===== src/gfs_pkg.sv =====
`timescale 1ns / 1ps
// ----------------------------------------------------------------------------
// gfs_pkg
// Shared types and constants of the grayscale frame statistics block.
// ----------------------------------------------------------------------------
package gfs_pkg;

	localparam int PIXEL_W    = 8;
	localparam int RUN_W      = 11;
	localparam int ASYM_W     = 11;
	localparam int CONTRAST_W = 20;
	localparam int CFG_IDX_W  = 2;
	localparam int CFG_DATA_W = 11;
	localparam int TDATA_IN_W  = 8;
	localparam int TDATA_OUT_W = 64;

	localparam logic [CFG_IDX_W-1:0] CFG_FRAME_WIDTH        = 2'd0;
	localparam logic [CFG_IDX_W-1:0] CFG_FRAME_HEIGHT       = 2'd1;
	localparam logic [CFG_IDX_W-1:0] CFG_CONTRAST_THRESHOLD = 2'd2;

	localparam logic [9:0]         WIDTH_RESET     = 10'd320;
	localparam logic [10:0]        HEIGHT_RESET    = 11'd200;
	localparam logic [PIXEL_W-1:0] THRESHOLD_RESET = 8'd128;
	localparam logic [PIXEL_W-1:0] DARKEST_RESET   = 8'd255;
	localparam logic [RUN_W-1:0]   RUN_MAX         = 11'd2047;

	localparam int QUEUE_DEPTH = 4;
	localparam int QUEUE_AW    = 2;
	localparam int QUEUE_LW    = QUEUE_AW + 1;

	typedef struct packed {
		logic valid;
		logic has_left;
		logic has_above;
		logic last_col;
		logic last_row;
		logic mirror_en;
	} s1_ctrl_t;

	typedef struct packed {
		logic prev_en;
		logic prev_val;
		logic last_en;
		logic last_val;
	} flag_wr_t;

	typedef struct packed {
		logic [RUN_W-1:0]      longest_vertical_run;
		logic [CONTRAST_W-1:0] contrast_pixels;
		logic [ASYM_W-1:0]     asymmetric_rows;
		logic [PIXEL_W-1:0]    darkest;
		logic [PIXEL_W-1:0]    brightest;
	} result_t;

endpackage


===== src/gfs_stats.sv =====
`timescale 1ns / 1ps
// ----------------------------------------------------------------------------
// gfs_stats
// Per-pixel update: contrast flags, column runs, mirror check and the frame
// accumulators; builds the result at the last pixel and clears for the next.
// ----------------------------------------------------------------------------
module gfs_stats (
	input  logic                           clk,
	input  logic                           arst_n,
	input  gfs_pkg::s1_ctrl_t              ctrl,
	input  logic [gfs_pkg::PIXEL_W-1:0]    pixel,
	input  logic [gfs_pkg::PIXEL_W-1:0]    threshold,
	input  logic [gfs_pkg::PIXEL_W-1:0]    above_pixel,
	input  logic [gfs_pkg::PIXEL_W-1:0]    mirror_pixel,
	input  logic [gfs_pkg::RUN_W-1:0]      run_in,
	input  logic                           pending_flag,
	output logic [gfs_pkg::RUN_W-1:0]      wr_run,
	output gfs_pkg::flag_wr_t              flag_wr,
	output logic                           emit,
	output gfs_pkg::result_t               result
);

	logic [gfs_pkg::PIXEL_W-1:0]    left_pixel_q;
	logic                           left_flag_q;
	logic [gfs_pkg::PIXEL_W-1:0]    max_q;
	logic [gfs_pkg::PIXEL_W-1:0]    min_q;
	logic                           mismatch_q;
	logic [gfs_pkg::ASYM_W-1:0]     asym_q;
	logic [gfs_pkg::CONTRAST_W-1:0] contrast_q;
	logic [gfs_pkg::RUN_W-1:0]      best_q;

	logic                           up_c;
	logic                           left_c;
	logic                           own;
	logic                           left_f;
	logic [1:0]                     inc;
	logic                           mis;
	logic [gfs_pkg::PIXEL_W-1:0]    max_next;
	logic [gfs_pkg::PIXEL_W-1:0]    min_next;
	logic [gfs_pkg::ASYM_W-1:0]     asym_next;
	logic [gfs_pkg::CONTRAST_W-1:0] contrast_next;
	logic [gfs_pkg::RUN_W-1:0]      best_next;

	function automatic logic differs(input logic [gfs_pkg::PIXEL_W-1:0] a,
		input logic [gfs_pkg::PIXEL_W-1:0] b, input logic [gfs_pkg::PIXEL_W-1:0] thr);
		logic [gfs_pkg::PIXEL_W-1:0] d;
		d = (a > b) ? (a - b) : (b - a);
		return d > thr;
	endfunction

	always_comb begin
		up_c   = ctrl.has_above && differs(pixel, above_pixel, threshold);
		left_c = ctrl.has_left && differs(pixel, left_pixel_q, threshold);
		own    = up_c || left_c;
		left_f = left_flag_q || left_c;
		inc    = {1'b0, ctrl.has_above && (pending_flag || up_c)}
		       + {1'b0, ctrl.has_left && ctrl.last_row && left_f}
		       + {1'b0, ctrl.last_col && ctrl.last_row && own};

		flag_wr.prev_en  = ctrl.valid && ctrl.has_left && !ctrl.last_row;
		flag_wr.prev_val = left_f;
		flag_wr.last_en  = ctrl.valid && ctrl.last_col && !ctrl.last_row;
		flag_wr.last_val = own;

		if (ctrl.has_above && pixel == above_pixel) begin
			wr_run = (run_in == gfs_pkg::RUN_MAX) ? gfs_pkg::RUN_MAX
			                                      : (run_in + gfs_pkg::RUN_W'(1));
		end else begin
			wr_run = gfs_pkg::RUN_W'(1);
		end

		mis           = ctrl.mirror_en && pixel != mirror_pixel;
		max_next      = (pixel > max_q) ? pixel : max_q;
		min_next      = (pixel < min_q) ? pixel : min_q;
		asym_next     = asym_q + gfs_pkg::ASYM_W'(ctrl.last_col && (mismatch_q || mis));
		contrast_next = contrast_q + gfs_pkg::CONTRAST_W'(inc);
		best_next     = (wr_run > best_q) ? wr_run : best_q;

		emit                        = ctrl.valid && ctrl.last_col && ctrl.last_row;
		result.brightest            = max_next;
		result.darkest              = min_next;
		result.asymmetric_rows      = asym_next;
		result.contrast_pixels      = contrast_next;
		result.longest_vertical_run = best_next;
	end

	always_ff @(posedge clk or negedge arst_n) begin
		if (!arst_n) begin
			left_pixel_q <= '0;
			left_flag_q  <= 1'b0;
			max_q        <= '0;
			min_q        <= gfs_pkg::DARKEST_RESET;
			mismatch_q   <= 1'b0;
			asym_q       <= '0;
			contrast_q   <= '0;
			best_q       <= '0;
		end else if (ctrl.valid) begin
			if (emit) begin
				left_pixel_q <= '0;
				left_flag_q  <= 1'b0;
				max_q        <= '0;
				min_q        <= gfs_pkg::DARKEST_RESET;
				mismatch_q   <= 1'b0;
				asym_q       <= '0;
				contrast_q   <= '0;
				best_q       <= '0;
			end else begin
				left_pixel_q <= pixel;
				left_flag_q  <= ctrl.last_col ? 1'b0 : own;
				max_q        <= max_next;
				min_q        <= min_next;
				mismatch_q   <= ctrl.last_col ? 1'b0 : (mismatch_q || mis);
				asym_q       <= asym_next;
				contrast_q   <= contrast_next;
				best_q       <= best_next;
			end
		end
	end

endmodule


===== config.mk =====
export PLATFORM = sky130hd
export DESIGN_NAME = gfs_stats
export DESIGN_NICKNAME = d
export VERILOG_FILES = /design/src/gfs_pkg.sv /design/src/gfs_stats.sv
export SDC_FILE = /design/constraint.sdc
export NUM_CORES = 1
export LEC_CHECK = 0
export BUFFER_PORTS_ARGS = -buffer_cell sky130_fd_sc_hd__buf_4
export CAP_MARGIN = 10
export CORE_MARGIN = 1.5
export CORE_UTILIZATION = 29
export DETAILED_ROUTE_END_ITERATION = 16
export GPL_ROUTABILITY_DRIVEN = 1
export PLACE_DENSITY = 0.6
export SLEW_MARGIN = 15
export SYNTH_ARGS = -nofsm -noshare
export SYNTH_HDL_FRONTEND = slang
export SYNTH_SLANG_ARGS = --single-unit
export TNS_END_PERCENT = 10

===== constraint.sdc =====
create_clock -name clk -period 11.66 [get_ports clk]
set_clock_uncertainty 0.1 [all_clocks]
set_input_delay 2.332 -clock clk [delete_from_list [all_inputs] [get_ports clk]]
set_output_delay 2.332 -clock clk [all_outputs]
set_load 0.05 [all_outputs]

==> summary.md <==
| Metric | Value |
|---|---|
| Synth Register Bits | `68` |
| First-pass iteration count of the detailed router | `6` |
| Hold WC Path Type | `reg2reg` |
| Hold_ws | `0.3877 ns` |
| CTS tree | `done` |
| Commonest non-fill, non-tap cell in the layout | `buf_4` |
| Post-layout min period | `roughly 11 ns` |
| CTS clk-pin slew, worst paths | `0.06 ns` |
| Fmax | `0.09208 GHz` |
| Vias per inst | `5.067` |
| Post-Route WL | `18.41 mm` |
| Power per cell area | `133.3 nW/um^2` |
| Top FF cell, synth | `dfrtp_1` |
| CP Data Arrival Time | `8.43 ns` |
| Worst setup margin | `0.8003 ns` |
| Register area share after synthesis | `0.2815` |
| Yosys warns | `0` |
| DP Worst Slack | `0.5400 ns` |
| Worst vdd ir | `62.33 uV` |
| DRC viols | `0` |
| Hold Fails Final Rpt | `0` |
| # IOs | `126` |
| Switch share | `0.4262` |
| Routed via count | `5533` |
| Avg Synthesized Cell Area | `8.699 um^2` |
| Setup Fix Bufs, Post-CTS | `0` |
| # fillers | `between 2000 and 2500` |
| Clock power frac | `0.266` |
| CP Max Fanout | `10` |
| Final Net Count | `about 950` |
| CTS H-tree depth | `3` |
| Syn Inst Count | `around 700` |
| Area leader, netlist | `dfrtp_1` |
| Top cells by area, synth | `dfrtp_1 (25%), ha_1 (16%), a22o_1 (5.5%), o21ai_0 (5.0%), xor2_1 (4.5%)` |
| Non-Filler Instances | `between 1000 and 1500` |
| Synth Cell Area | `6081 um^2` |
| First-pass GRT wire length | `slightly below 30 mm` |
| Maxcap violations | `0` |
| Tightest Pin Transition | `0.9283 ns` |
| Flop pwr share | `0.278` |
| Number of distinct library cells after synthesis | `56` |
| WP data required | `9.23 ns` |
| Switch Pwr | `around 430 uW` |
| Setup TNS | `0 ns` |
| Worst Setup Path Type | `in2out` |
| Worst-Skew Late Latency | `~0.34 ns` |
| Share of cells above drive strength 1 | `0.2168` |
| Logic pwr share | `0.456` |
| Area share of the largest cell type after synthesis | `0.2469` |
| Critical path startpoint category | `primary input` |
| Outcome | `finished, final reports clean` |
| GRT overflow | `0` |
| Largest net degree at the start of global routing | `69` |
| Final antenna-violating net count | `0` |
| Die area | `21850 um^2` |
| Clock tree buffer depth | `2` |
| Iter 0 DRT Violations | `302` |
| FP Rows | `between 50 and 60` |
| Initial antenna violation count | `0` |
| Final setup viols | `0` |
| Port Buf Inserts | `125` |
| Unrepaired setup endpoints after global routing | `false` |
| Clk sinks | `68` |
| Dpl hpwl | `14.13 mm` |
| Routability congestion estimate | `around 0.88` |
| Normalized max-slew margin | `0.3811` |
| Layout area overhead | `24.44%` |
| Final slew viol count | `0` |
| Die W | `around 150 um` |
| Initial Util | `0.2976` |
| CTS buffer count | `9` |
| Hold Buf Count CTS | `0` |
| Drt wl/cell | `16.86 um` |
| Syn nets | `~830` |
| Placed cells | `1075` |
| Final Cycle Share | `0.9314` |
| Vias in the first global route | `about 5300` |
| Crit. End Element | `output pin` |
| Leak | `3.735 nW` |
| Cell-internal power | `approximately 580 uW` |
| Post-synth ARST share | `1.000` |
| Chip Height | `147.8 um` |
| GRT Overall Usage | `0.1713` |
| Root buf cell | `clkbuf_16` |
| Core ar. | `approximately 20000 um^2` |
| Most frequent cells in the layout | `buf_4 (129), ha_1 (77), inv_1 (72)` |
| Post-synth EDFFs | `0` |
[path summary, 6_finish.rpt]
check | from | to | slack (ns) | cells after the start
hold reg to reg | mismatch_q | mismatch_q | 0.39 | 2
max in group asynchronous | arst_n | left_pixel_q[2] | 8.83 | 1
setup / recovery | pixel[4] | result[43] | 0.80 | 27
min in group asynchronous | arst_n | best_q[6] | 2.01 | 1
hold / removal | mismatch_q | mismatch_q | 0.39 | 2
setup reg to reg | left_pixel_q[5] | contrast_q[16] | 5.68 | 24
[synth_stat cells (3+ instances only)]
library cell,number
a31oi_1,4
dfstp_2,8
mux2_2,10
nor2b_1,11
xnor2_1,21
ha_1,77
nor3_2,3
o21a_1,8
a22o_1,38
nand3_1,26
dfrtp_1,60
o22ai_1,8
o31ai_1,4
mux2i_1,7
and4_1,4
nand4_1,15
nor3_1,4
xor2_1,31
clkbuf_1,14
inv_1,72
fa_1,6
and3_1,10
a21oi_1,37
o22a_1,9
nand2_1,65
a211oi_1,3
buf_6,3
o21bai_1,8
nor2_1,24
a21o_1,14
o21ai_0,61
[what timing repair did]
item | 4_1_cts | 5_1_grt
endpoints found under the hold margin | 0 | 0
setup endpoints to repair | 0 | 1
resized for setup | 0 | 1
[routing by layer]
metal / up-vias / global-route usage / part of all wire
met5: - / 0 / 0
met4: 0 / 0.07400 / 0.029
met3: 25 / 0.02654 / 0.060
met2: 171 / 0.2708 / 0.45
met1: 2616 / 0.2311 / 0.46
li1: 2721 / - / -
[per-stage QoR]
stage,power [mW],instance area (um^2),utilization
after floorplan,0.6100,6081,-
after global placement,0.7446,7272,0.3560
after detailed placement,0.7447,7272,0.3560
after CTS,1.015,7561,0.3701
after global routing,1.069,7565,0.3703
final,1.008,7567,0.3704
[power by group through the flow]
stage	clock (mW)	sequential, mW	combinational [mW]
finish	0.269	0.280	0.460
global placement	0	0.283	0.461
CTS	0.273	0.280	0.463
floorplan	0	0.277	0.333
detailed placement	0	0.283	0.461
global route	0.284	0.284	0.500
[cells by family after synthesis]
logic type                 synth area share
AOI/OAI and AO/OA                    0.2274
xor gates and xnor gates            0.07490
adders and majority gates            0.1782
buffers and inverters               0.06399
DFF                                  0.2815
muxes                               0.03004
and+or+nand+nor                      0.1440
[flip-flops by register name, indices dropped and copies added, names as in the netlist]
name and flops:
mismatch_q 1, max_q 8, left_pixel_q 8, contrast_q 20
min_q 8, best_q 11, left_flag_q 1, asym_q 11
[critical path: stages]
cell	delay, ns
buf_4	0.15
inv_1	0.12
ha_1	0.47
nand3_1	0.21
nor3_2	0.34
o21bai_2	0.33
mux2_2	0.40
a2111oi_0	0.42
a311oi_1	0.11
ha_1	0.31
a21oi_1	0.13
nor2b_1	0.06
o21ai_0	0.14
nand2b_1	0.08
o22a_1	0.21
a21o_1	0.21
nand3_1	0.10
fa_1	0.41
inv_1	0.07
ha_1	0.18
fa_1	0.23
nand4_1	0.17
nor3_2	0.36
and2_1	0.30
nand3_1	0.13
xnor2_1	0.23
buf_4	0.24
[layout make-up]
type / count / area (um^2) / area share
multi-input cells: 536 / 3988 / 0.5270
flip-flops and latches: 68 / 1712 / 0.2262
repair buffers: 129 / 968.4 / 0.1280
well taps: 270 / 337.8 / 0.04464
inverters: 72 / 270.3 / 0.03571
clock buffers: 11 / 252.7 / 0.03340
clock inverters: 5 / 36.28 / 0.004795
diodes: 1 / 2.502 / 0.0003307
Note: power is estimated with default switching activity, not from simulation.
