[config.mk]
export PLATFORM = sky130hd
export DESIGN_NAME = gfs_out_queue
export DESIGN_NICKNAME = d
export VERILOG_FILES = /design/src/gfs_pkg.sv /design/src/gfs_out_queue.sv
export SDC_FILE = /design/constraint.sdc
export NUM_CORES = 1
export LEC_CHECK = 0
export BUFFER_PORTS_ARGS = -buffer_cell sky130_fd_sc_hd__buf_2
export CAP_MARGIN = 10
export CORE_MARGIN = 2
export CORE_UTILIZATION = 50
export CTS_CLUSTER_DIAMETER = 40
export DETAILED_ROUTE_END_ITERATION = 10
export PLACE_DENSITY = 0.79
export SLEW_MARGIN = 5
export SYNTH_ARGS = -nofsm -noshare
export SYNTH_HDL_FRONTEND = slang
export SYNTH_SLANG_ARGS = --single-unit
export TNS_END_PERCENT = 50
[constraint.sdc]
create_clock -name clk -period 7.5 [get_ports clk]
set_input_delay 0.75 -clock clk [delete_from_list [all_inputs] [get_ports clk]]
set_output_delay 0.75 -clock clk [all_outputs]
set_load 0.01 [all_outputs]
[src/gfs_pkg.sv]
`timescale 1ns / 1ps
// ----------------------------------------------------------------------------
// gfs_pkg
// Shared types and constants of the grayscale frame statistics block.
// ----------------------------------------------------------------------------
package gfs_pkg;

	localparam int PIXEL_W    = 8;
	localparam int RUN_W      = 11;
	localparam int ASYM_W     = 11;
	localparam int CONTRAST_W = 20;
	localparam int CFG_IDX_W  = 2;
	localparam int CFG_DATA_W = 11;
	localparam int TDATA_IN_W  = 8;
	localparam int TDATA_OUT_W = 64;

	localparam logic [CFG_IDX_W-1:0] CFG_FRAME_WIDTH        = 2'd0;
	localparam logic [CFG_IDX_W-1:0] CFG_FRAME_HEIGHT       = 2'd1;
	localparam logic [CFG_IDX_W-1:0] CFG_CONTRAST_THRESHOLD = 2'd2;

	localparam logic [9:0]         WIDTH_RESET     = 10'd320;
	localparam logic [10:0]        HEIGHT_RESET    = 11'd200;
	localparam logic [PIXEL_W-1:0] THRESHOLD_RESET = 8'd128;
	localparam logic [PIXEL_W-1:0] DARKEST_RESET   = 8'd255;
	localparam logic [RUN_W-1:0]   RUN_MAX         = 11'd2047;

	localparam int QUEUE_DEPTH = 4;
	localparam int QUEUE_AW    = 2;
	localparam int QUEUE_LW    = QUEUE_AW + 1;

	typedef struct packed {
		logic valid;
		logic has_left;
		logic has_above;
		logic last_col;
		logic last_row;
		logic mirror_en;
	} s1_ctrl_t;

	typedef struct packed {
		logic prev_en;
		logic prev_val;
		logic last_en;
		logic last_val;
	} flag_wr_t;

	typedef struct packed {
		logic [RUN_W-1:0]      longest_vertical_run;
		logic [CONTRAST_W-1:0] contrast_pixels;
		logic [ASYM_W-1:0]     asymmetric_rows;
		logic [PIXEL_W-1:0]    darkest;
		logic [PIXEL_W-1:0]    brightest;
	} result_t;

endpackage

[src/gfs_out_queue.sv]
`timescale 1ns / 1ps
// ----------------------------------------------------------------------------
// gfs_out_queue
// Small result queue between the statistics stage and the output stream.
// ----------------------------------------------------------------------------
module gfs_out_queue (
	input  logic                          clk,
	input  logic                          arst_n,
	input  logic                          push,
	input  gfs_pkg::result_t              push_data,
	output logic                          tvalid,
	input  logic                          tready,
	output gfs_pkg::result_t              tdata,
	output logic [gfs_pkg::QUEUE_LW-1:0]  level
);

	gfs_pkg::result_t                entries_q [gfs_pkg::QUEUE_DEPTH];
	logic [gfs_pkg::QUEUE_AW-1:0]    wr_ptr_q;
	logic [gfs_pkg::QUEUE_AW-1:0]    rd_ptr_q;
	logic [gfs_pkg::QUEUE_LW-1:0]    level_q;
	logic                            pop;

	assign tvalid = level_q != '0;
	assign tdata  = entries_q[rd_ptr_q];
	assign level  = level_q;
	assign pop    = tvalid && tready;

	always_ff @(posedge clk) begin
		if (push) begin
			entries_q[wr_ptr_q] <= push_data;
		end
	end

	always_ff @(posedge clk or negedge arst_n) begin
		if (!arst_n) begin
			wr_ptr_q <= '0;
			rd_ptr_q <= '0;
			level_q  <= '0;
		end else begin
			if (push) begin
				wr_ptr_q <= wr_ptr_q + gfs_pkg::QUEUE_AW'(1);
			end
			if (pop) begin
				rd_ptr_q <= rd_ptr_q + gfs_pkg::QUEUE_AW'(1);
			end
			case ({push, pop})
				2'b10:   level_q <= level_q + gfs_pkg::QUEUE_LW'(1);
				2'b01:   level_q <= level_q - gfs_pkg::QUEUE_LW'(1);
				default: level_q <= level_q;
			endcase
		end
	end

endmodule

==> results of run 1 <==
[sequential cells by signal (all words and copies together), names as in the netlist]
| register | count |
|---|---|
| entries_q | 232 |
| level | 3 |
| rd_ptr_q | 2 |
| wr_ptr_q | 2 |
[synth_stat cells]
master                     count
sky130_fd_sc_hd__and2_1        4
sky130_fd_sc_hd__buf_12        6
sky130_fd_sc_hd__buf_2         5
sky130_fd_sc_hd__buf_4         2
sky130_fd_sc_hd__buf_6         1
sky130_fd_sc_hd__dfrtp_1       7
sky130_fd_sc_hd__edfxtp_1    232
sky130_fd_sc_hd__fa_1          1
sky130_fd_sc_hd__ha_1          5
sky130_fd_sc_hd__inv_1         6
sky130_fd_sc_hd__mux2i_1       1
sky130_fd_sc_hd__mux4_2       58
sky130_fd_sc_hd__nand2_1       2
sky130_fd_sc_hd__nor2_1        1
sky130_fd_sc_hd__o21ai_0       1
sky130_fd_sc_hd__o31a_1        1
sky130_fd_sc_hd__or3_1         1
sky130_fd_sc_hd__xnor2_1       2
sky130_fd_sc_hd__xor2_1        4
[per-stage QoR]
step | worst slack, ps | hold slack (ps)
finish | 4020 | 55.6
floorplan | 4960 | 454
global route | 3780 | 46.0
detailed placement | 4470 | 524
CTS | 3900 | 38.7
global placement | 4470 | 491
[cell type report]
cell class	instances	area share, %
Clock buffer	33	7.06
Clock inverter	17	1.50
Inverter	6	0.215
Multi-Input combinational cell	81	14.5
Sequential cell	239	68.1
Tap cell	225	2.68
Timing Repair Buffer	125	6.01
[worst paths after layout]
path                               start          endpoint  slack (ps)  depth (start not counted)
setup / recovery             rd_ptr_q[0]         tdata[31]        4020                          3
hold / removal                    arst_n          level[1]          60                          1
setup reg to reg             wr_ptr_q[0]  entries_q[0][28]        5650                          3
hold reg to reg                 level[2]          level[2]         530                          1
max in group asynchronous         arst_n       rd_ptr_q[0]        7260                          1
min in group clk           push_data[38]  entries_q[3][38]         450                          1
[kinds of logic after synthesis]
logic type | Yosys count
AOI/OAI and AO/OA | 2
xor gates and xnor gates | 6
adders and majority gates | 6
buffers and inverters | 20
DFF | 239
muxes | 59
and+or+nand+nor | 8
[per-layer routing]
metal / track usage [%] / up-vias
met4: 4.64 / 2
met1: 21.3 / 2013
met3: 3.74 / 24
li1: - / 1737
met2: 28.3 / 127
met5: 0 / -
[power by group]
group          internal [µW]  switching [µW]
registers               1760             103
logic                    517             575
clock network            778             505
==> Implementation_results.wiki, run 1 <==
{| class="wikitable"
! Metric !! Value
|-
| Outcome || complete, no violations
|-
| Critical path, cell by cell || buf_4 > mux4_2 > buf_2
|-
| TritonCTS clock tree || done
|-
| Die Footprint || 18,800 µm²
|-
| Static leakage power || 0.00364 µW
|-
| Maximum number of pins on one net before global-route repair || 60
|-
| ANT nets after route || 0
|-
| Cell Pwr Density || 403 nW/µm²
|-
| Worst slew pin tran || 904 ps
|-
| Final-layout fill cell count || 1,206
|-
| Fraction of post-synthesis cell area in the top cell type by area || 78.8%
|-
| Area after DPL || 9600 µm²
|-
| Seq/Total Area, Yosys || 80.8%
|-
| WP buf/inv || 2
|-
| Total setup buffers inserted after CTS || 0
|-
| Hold Violations, Final || 0
|-
| Non-filler instance count after layout || 726
|-
| Synth-to-layout area growth || 18.7%
|-
| Met1 WL || 6.06 mm
|-
| Number of antenna violations at the first check in global routing || 1
|-
| Post-Synth Adder-Cell Area || 0.934%
|-
| Worst stage delay on the critical path || 770 ps
|-
| Global-route wire length before repair || 23.1 mm
|-
| Number of DRC markers after the initial detailed-route iteration || 194
|-
| Fin. max-slew vios || 0
|-
| Cell Area, Synth || 8840 µm²
|-
| Share of the cycle needed by the critical path after routing || 46.4%
|-
| Placed Cells || 676
|-
| Clock root buffer || sky130_fd_sc_hd__clkbuf_16
|-
| Total setup violations reported at the end of the flow || 0
|-
| Crit path launch type || flop
|-
| CTS Buffer Depth || 3
|-
| Hold buffer count at CTS || 0
|-
| Chip Width || 137 µm
|-
| HPWL reported at the end of detailed placement || 8.64 mm
|-
| Crit path required time || 6750 ps
|-
| Number of instances resized during post-cts repair || 0
|-
| Number of max-capacitance violations reported || 0
|-
| Antenna diodes || 0
|-
| H-Tree Level Count || 1
|-
| Number of storage elements in the synthesis netlist || 239
|-
| Remaining global-route overflow || 0
|-
| Remaining design rule violation count || 0
|-
| Worst hold path type || in2async
|-
| Xor and xnor fraction of the mapped netlist area || 0.594%
|-
| Number of global-route vias before repair || 4,349
|-
| Commonest cells after routing, fill and taps aside || sky130_fd_sc_hd__edfxtp_1 (232), sky130_fd_sc_hd__buf_2 (123), sky130_fd_sc_hd__mux4_2 (58)
|-
| Wire per inst || 20.8 µm
|-
| RSZ-0062 raised after global routing || no
|-
| Min Clock Period, post-route || 3480 ps
|-
| Final nets || 550
|-
| Clock network latency to the later pin of the worst-skew pair || 520 ps
|-
| Worst slew margin relative to its limit || 39.7%
|-
| Row Count || 48
|-
| # clock sinks || 239
|-
| Compound-cell area share of the yosys netlist || 0.156%
|-
| Area of the multi-input gates || 1520 µm²
|-
| Routability cong. || 0.692
|-
| Worst clock skew on the final layout || 9.60 ps
|-
| Detail-routed via count per cell || 5.38
|-
| Total routing resource utilization after global routing || 16.5%
|-
| Worst ir drop on vdd || 0.000221 V
|-
| Starting Density || 51.1%
|-
| Metal2 WL || 7.79 mm
|-
| Wire length on met3 || 1.02 mm
|-
| Core Region || 17,300 µm²
|-
| Critical path capture point type || primary output
|-
| Total via count after detailed routing || 3,903
|-
| Number of buffers inserted during clock tree synthesis || 29
|-
| Synthesized net count || 408
|-
| Combinational family with the most area after synthesis || multiplexers
|-
| Post-synthesis cell type count || 19
|-
| Clock edge transition at the registers on the reported setup and hold paths || 60 ps
|-
| Largest area contributor in the synthesized netlist || sky130_fd_sc_hd__edfxtp_1
|-
| Most common cell after layout, fill and taps aside || sky130_fd_sc_hd__edfxtp_1
|-
| Largest cells by area after synthesis || sky130_fd_sc_hd__edfxtp_1 (79%), sky130_fd_sc_hd__mux4_2 (15%), sky130_fd_sc_hd__dfrtp_1 (2.0%)
|-
| Fraction of final layout cells sized beyond drive strength 1 || 46.1%
|-
| Post-route design area || 10,500 µm²
|-
| DRT Pass-1 Iters || 4
|-
| Cell family contributing the most delay on the critical path || buffers and inverters
|-
| Area share of and/or/nand/nor cells after synthesis || 0.481%
|-
| Achievable clock frequency || 288 MHz
|-
| End-of-flow core utilization || 60.7%
|-
| # IOs || 124
|-
| Synthesized area divided by synthesized cell count || 26.0 µm²
|-
| Syn Inst Count || 340
|-
| Power Total || 4230 µW
|-
| Sum of negative setup slack || 0 ps
|-
| Yosys warns || 0
|-
| CP max stage cell || sky130_fd_sc_hd__dfrtp_4
|-
| Multiplexer area fraction after synthesis || 14.9%
|-
| Crit Path Class || reg2out
|-
| Total wirelength of the detailed-routed design || 15.1 mm
|-
| Max Fanout on Critical Path || 34
|-
| Top layer reached by signal wires || met5
|-
| Arrival time at the worst endpoint || 2730 ps
|-
| Chip height || 137 µm
|-
| # port buffers || 123
|-
| Area taken by flip-flops and latches || 7150 µm²
|}
(Power assumes the default switching activity.)
==> run 2: changes to the inputs <==
--- a/config.mk
+++ b/config.mk
@@ -5,13 +5,14 @@
 export SDC_FILE = /design/constraint.sdc
 export NUM_CORES = 1
 export LEC_CHECK = 0
+export ABC_AREA = 1
 export BUFFER_PORTS_ARGS = -buffer_cell sky130_fd_sc_hd__buf_2
 export CAP_MARGIN = 10
 export CORE_MARGIN = 2
 export CORE_UTILIZATION = 50
 export CTS_CLUSTER_DIAMETER = 40
 export DETAILED_ROUTE_END_ITERATION = 10
-export PLACE_DENSITY = 0.79
+export PLACE_DENSITY = 0.81
 export SLEW_MARGIN = 5
 export SYNTH_ARGS = -nofsm -noshare
 export SYNTH_HDL_FRONTEND = slang
==> constraint.sdc (replaced) <==
create_clock -name clk -period 2.98 [get_ports clk]
set_input_delay 0.298 -clock clk [delete_from_list [all_inputs] [get_ports clk]]
set_output_delay 0.298 -clock clk [all_outputs]
set_load 0.01 [all_outputs]
==> Implementation_results.wiki, run 2 <==
{| class="wikitable"
! Metric !! Value
|-
| Sink of the worst hold path || entries_q[0][21]
|-
| Hold Crit Start || push_data[21]
|-
| Number of max-capacitance violations reported || 0
|-
| Arrival time at the worst endpoint || 2300 ps
|-
| Total routing resource utilization after global routing || 18.6%
|-
| Fin. max-slew vios || 0
|-
| Number of storage elements in the synthesis netlist || 239
|-
| Global-route wire length before repair || 31.5 mm
|-
| Number of instances resized during post-cts repair || 0
|-
| Endpoint of the worst-slack reg-to-reg timing path || entries_q[1][36]
|-
| Synth-to-layout area growth || 22.8%
|-
| Post-synthesis cell type count || 19
|-
| Worst R2R Path Depth || 5
|-
| Total via count after detailed routing || 6,013
|-
| Combinational family with the most area after synthesis || compound AO/OA/AOI/OAI gates
|-
| Achievable clock frequency || 385 MHz
|-
| H-Tree Level Count || 1
|-
| Sum of negative setup slack || 0 ps
|-
| Number of DRC markers after the initial detailed-route iteration || 352
|-
| # clock sinks || 239
|-
| Remaining global-route overflow || 0
|-
| Largest area contributor in the synthesized netlist || sky130_fd_sc_hd__edfxtp_1
|-
| Synthesized net count || 801
|-
| Crit Path Class || reg2out
|-
| Hold buffer count at CTS || 53
|-
| HPWL reported at the end of detailed placement || 11.7 mm
|-
| CP max stage cell || sky130_fd_sc_hd__dfrtp_1
|-
| Cell Pwr Density || 975 nW/µm²
|-
| Synthesized area divided by synthesized cell count || 13.7 µm²
|-
| Total setup violations reported at the end of the flow || 0
|-
| Post-Synth Adder-Cell Area || 0.824%
|-
| R2R Path Start || wr_ptr_q[1]
|-
| Number of cells on the worst hold path || 1
|-
| Number of buffers inserted during clock tree synthesis || 28
|-
| Compound-cell area share of the yosys netlist || 12.2%
|-
| Min Clock Period, post-route || 2600 ps
|-
| Worst slew pin tran || 748 ps
|-
| Number of global-route vias before repair || 6,197
|-
| Most common cell after layout, fill and taps aside || sky130_fd_sc_hd__edfxtp_1
|-
| Yosys warns || 0
|-
| Most frequent CP cell || sky130_fd_sc_hd__nand2_1
|-
| Multiplexer area fraction after synthesis || 0%
|-
| Hold Violations, Final || 0
|-
| WP buf/inv || 3
|-
| Worst ir drop on vdd || 0.000654 V
|-
| Total setup buffers inserted after CTS || 0
|-
| Flip-flop count of the largest register, all copies and words added || 232
|-
| Worst stage delay on the critical path || 450 ps
|-
| Crit path required time || 2680 ps
|-
| Cell Area, Synth || 10,000 µm²
|-
| Worst slew margin relative to its limit || 50.1%
|-
| Placed Cells || 1,096
|-
| Worst clock skew on the final layout || 17.9 ps
|-
| Post-synth EDFFs || 232
|-
| Seq/Total Area, Yosys || 71.2%
|-
| Max Fanout on Critical Path || 80
|-
| # port buffers || 123
|-
| Number of antenna violations at the first check in global routing || 0
|-
| Row Count || 51
|-
| Top-count cell post-synth || sky130_fd_sc_hd__edfxtp_1
|-
| Final nets || 982
|-
| Fraction of final layout cells sized beyond drive strength 1 || 27.8%
|-
| DRT Pass-1 Iters || 4
|-
| Proportion of synthesized flip-flops having asynchronous set or reset || 2.93%
|-
| Detail-routed via count per cell || 5.01
|-
| Antenna diodes || 0
|-
| Wire per inst || 16.4 µm
|-
| Clock edge transition at the registers on the reported setup and hold paths || 60 ps
|-
| TritonCTS clock tree || done
|-
| Critical path depth in cells || 6
|-
| Starting Density || 51.2%
|-
| Cell family contributing the most delay on the critical path || buffers and inverters
|-
| Reg2Reg Setup Slack || 1050 ps
|-
| Syn Inst Count || 733
|-
| Worst hold path type || in2reg
|-
| Routability cong. || 0.722
|-
| Critical path capture point type || primary output
|-
| Share of the cycle needed by the critical path after routing || 87.2%
|-
| Critical path, cell by cell || inv_8 > buf_4 > nand2_1 > o211ai_1 > nand2_1 > buf_2
|-
| Total wirelength of the detailed-routed design || 19.7 mm
|-
| Area share of and/or/nand/nor cells after synthesis || 7.45%
|-
| Xor and xnor fraction of the mapped netlist area || 0.175%
|-
| CTS Buffer Depth || 3
|-
| Outcome || complete, no violations
|-
| RSZ-0062 raised after global routing || no
|-
| ANT nets after route || 0
|-
| Commonest cells after routing, fill and taps aside || sky130_fd_sc_hd__edfxtp_1 (232), sky130_fd_sc_hd__nand2_1 (192), sky130_fd_sc_hd__inv_1 (126)
|-
| Most common library cells after synthesis || sky130_fd_sc_hd__edfxtp_1 (232), sky130_fd_sc_hd__nand2_1 (192), sky130_fd_sc_hd__inv_1 (130)
|-
| Main synth FF type || sky130_fd_sc_hd__edfxtp_1
|-
| Maximum number of pins on one net before global-route repair || 81
|-
| Fraction of post-synthesis cell area in the top cell type by area || 69.5%
|-
| Core Region || 19,600 µm²
|-
| Chip height || 146 µm
|-
| Die Footprint || 21,200 µm²
|-
| Non-filler instance count after layout || 1,201
|-
| Clock root buffer || sky130_fd_sc_hd__clkbuf_16
|-
| # IOs || 124
|-
| Crit path launch type || flop
|-
| Largest cells by area after synthesis || sky130_fd_sc_hd__edfxtp_1 (69%), sky130_fd_sc_hd__o211ai_2 (8.6%), sky130_fd_sc_hd__nand2_1 (7.2%)
|-
| Register ranked first by flip-flop count || entries_q
|-
| Remaining design rule violation count || 0
|-
| Chip Width || 146 µm
|-
| Clock network latency to the later pin of the worst-skew pair || 540 ps
|-
| Static leakage power || 0.00509 µW
|}
[run 2: worst max-delay path by stage]
| stage | from | to | slack, ps |
|---|---|---|---|
| floorplan | wr_ptr_q[0] | entries_q[2][0] | 760 |
| global placement | rd_ptr_q[0] | tdata[11] | 1020 |
| detailed placement | rd_ptr_q[0] | tdata[18] | 970 |
| CTS | rd_ptr_q[0] | tdata[18] | 400 |
| global route | rd_ptr_q[0] | tdata[19] | 220 |
| finish | rd_ptr_q[0] | tdata[9] | 380 |
[run 2: routing by layer]
| layer | vias up | GRT usage [%] | part of all wire [%] |
|---|---|---|---|
| li1 | 2914 | - | - |
| met1 | 2897 | 25.0 | 44 |
| met2 | 172 | 30.9 | 48 |
| met3 | 30 | 3.51 | 5.5 |
| met4 | 0 | 6.18 | 1.9 |
| met5 | - | 0 | 0 |
[run 2: metrics by stage]
step                setup slack, ps  cell area [µm²]  hold WS [ps]  utilization [%]  power [µW]
floorplan                       760            10000          2.41                -        7470
global placement               1020            10800           143             55.3        8550
detailed placement              974            10800           143             55.3        8670
CTS                             402            12300         0.597             62.8       12100
global route                    221            12300          8.23             62.8       12600
finish                          381            12300          12.1             62.8       12000
[run 2: power by group]
group / internal [µW] / leakage [µW] / switching (µW)
sequential: 4410 / 0.00221 / 193
clock: 2010 / 0.000456 / 1330
combinational: 1380 / 0.00242 / 2680
total: 7800 / 0.00509 / 4210
[run 2: cell families after synthesis]
kind of cell / Yosys count
AOI/OAI and AO/OA: 118
xor gates and xnor gates: 2
adders and majority gates: 6
buffers and inverters: 171
DFF: 239
and+or+nand+nor: 197
[run 2: worst register-to-register path: stages (launching register included)]
cell and delay (ps):
sky130_fd_sc_hd__dfrtp_1 400, sky130_fd_sc_hd__inv_1 100, sky130_fd_sc_hd__ha_1 160, sky130_fd_sc_hd__nand2_1 80, sky130_fd_sc_hd__inv_2 560, sky130_fd_sc_hd__buf_12 320
[run 2: final cells by class]
| class | count | area (µm²) |
|---|---|---|
| multi-input combinational | 323 | 2070 |
| tap | 265 | 332 |
| clock inverter | 21 | 230 |
| clock buffer | 31 | 712 |
| timing repair buffer | 190 | 1310 |
| fill | 1436 | 7280 |
| sequential | 239 | 7150 |
| inverter | 132 | 503 |
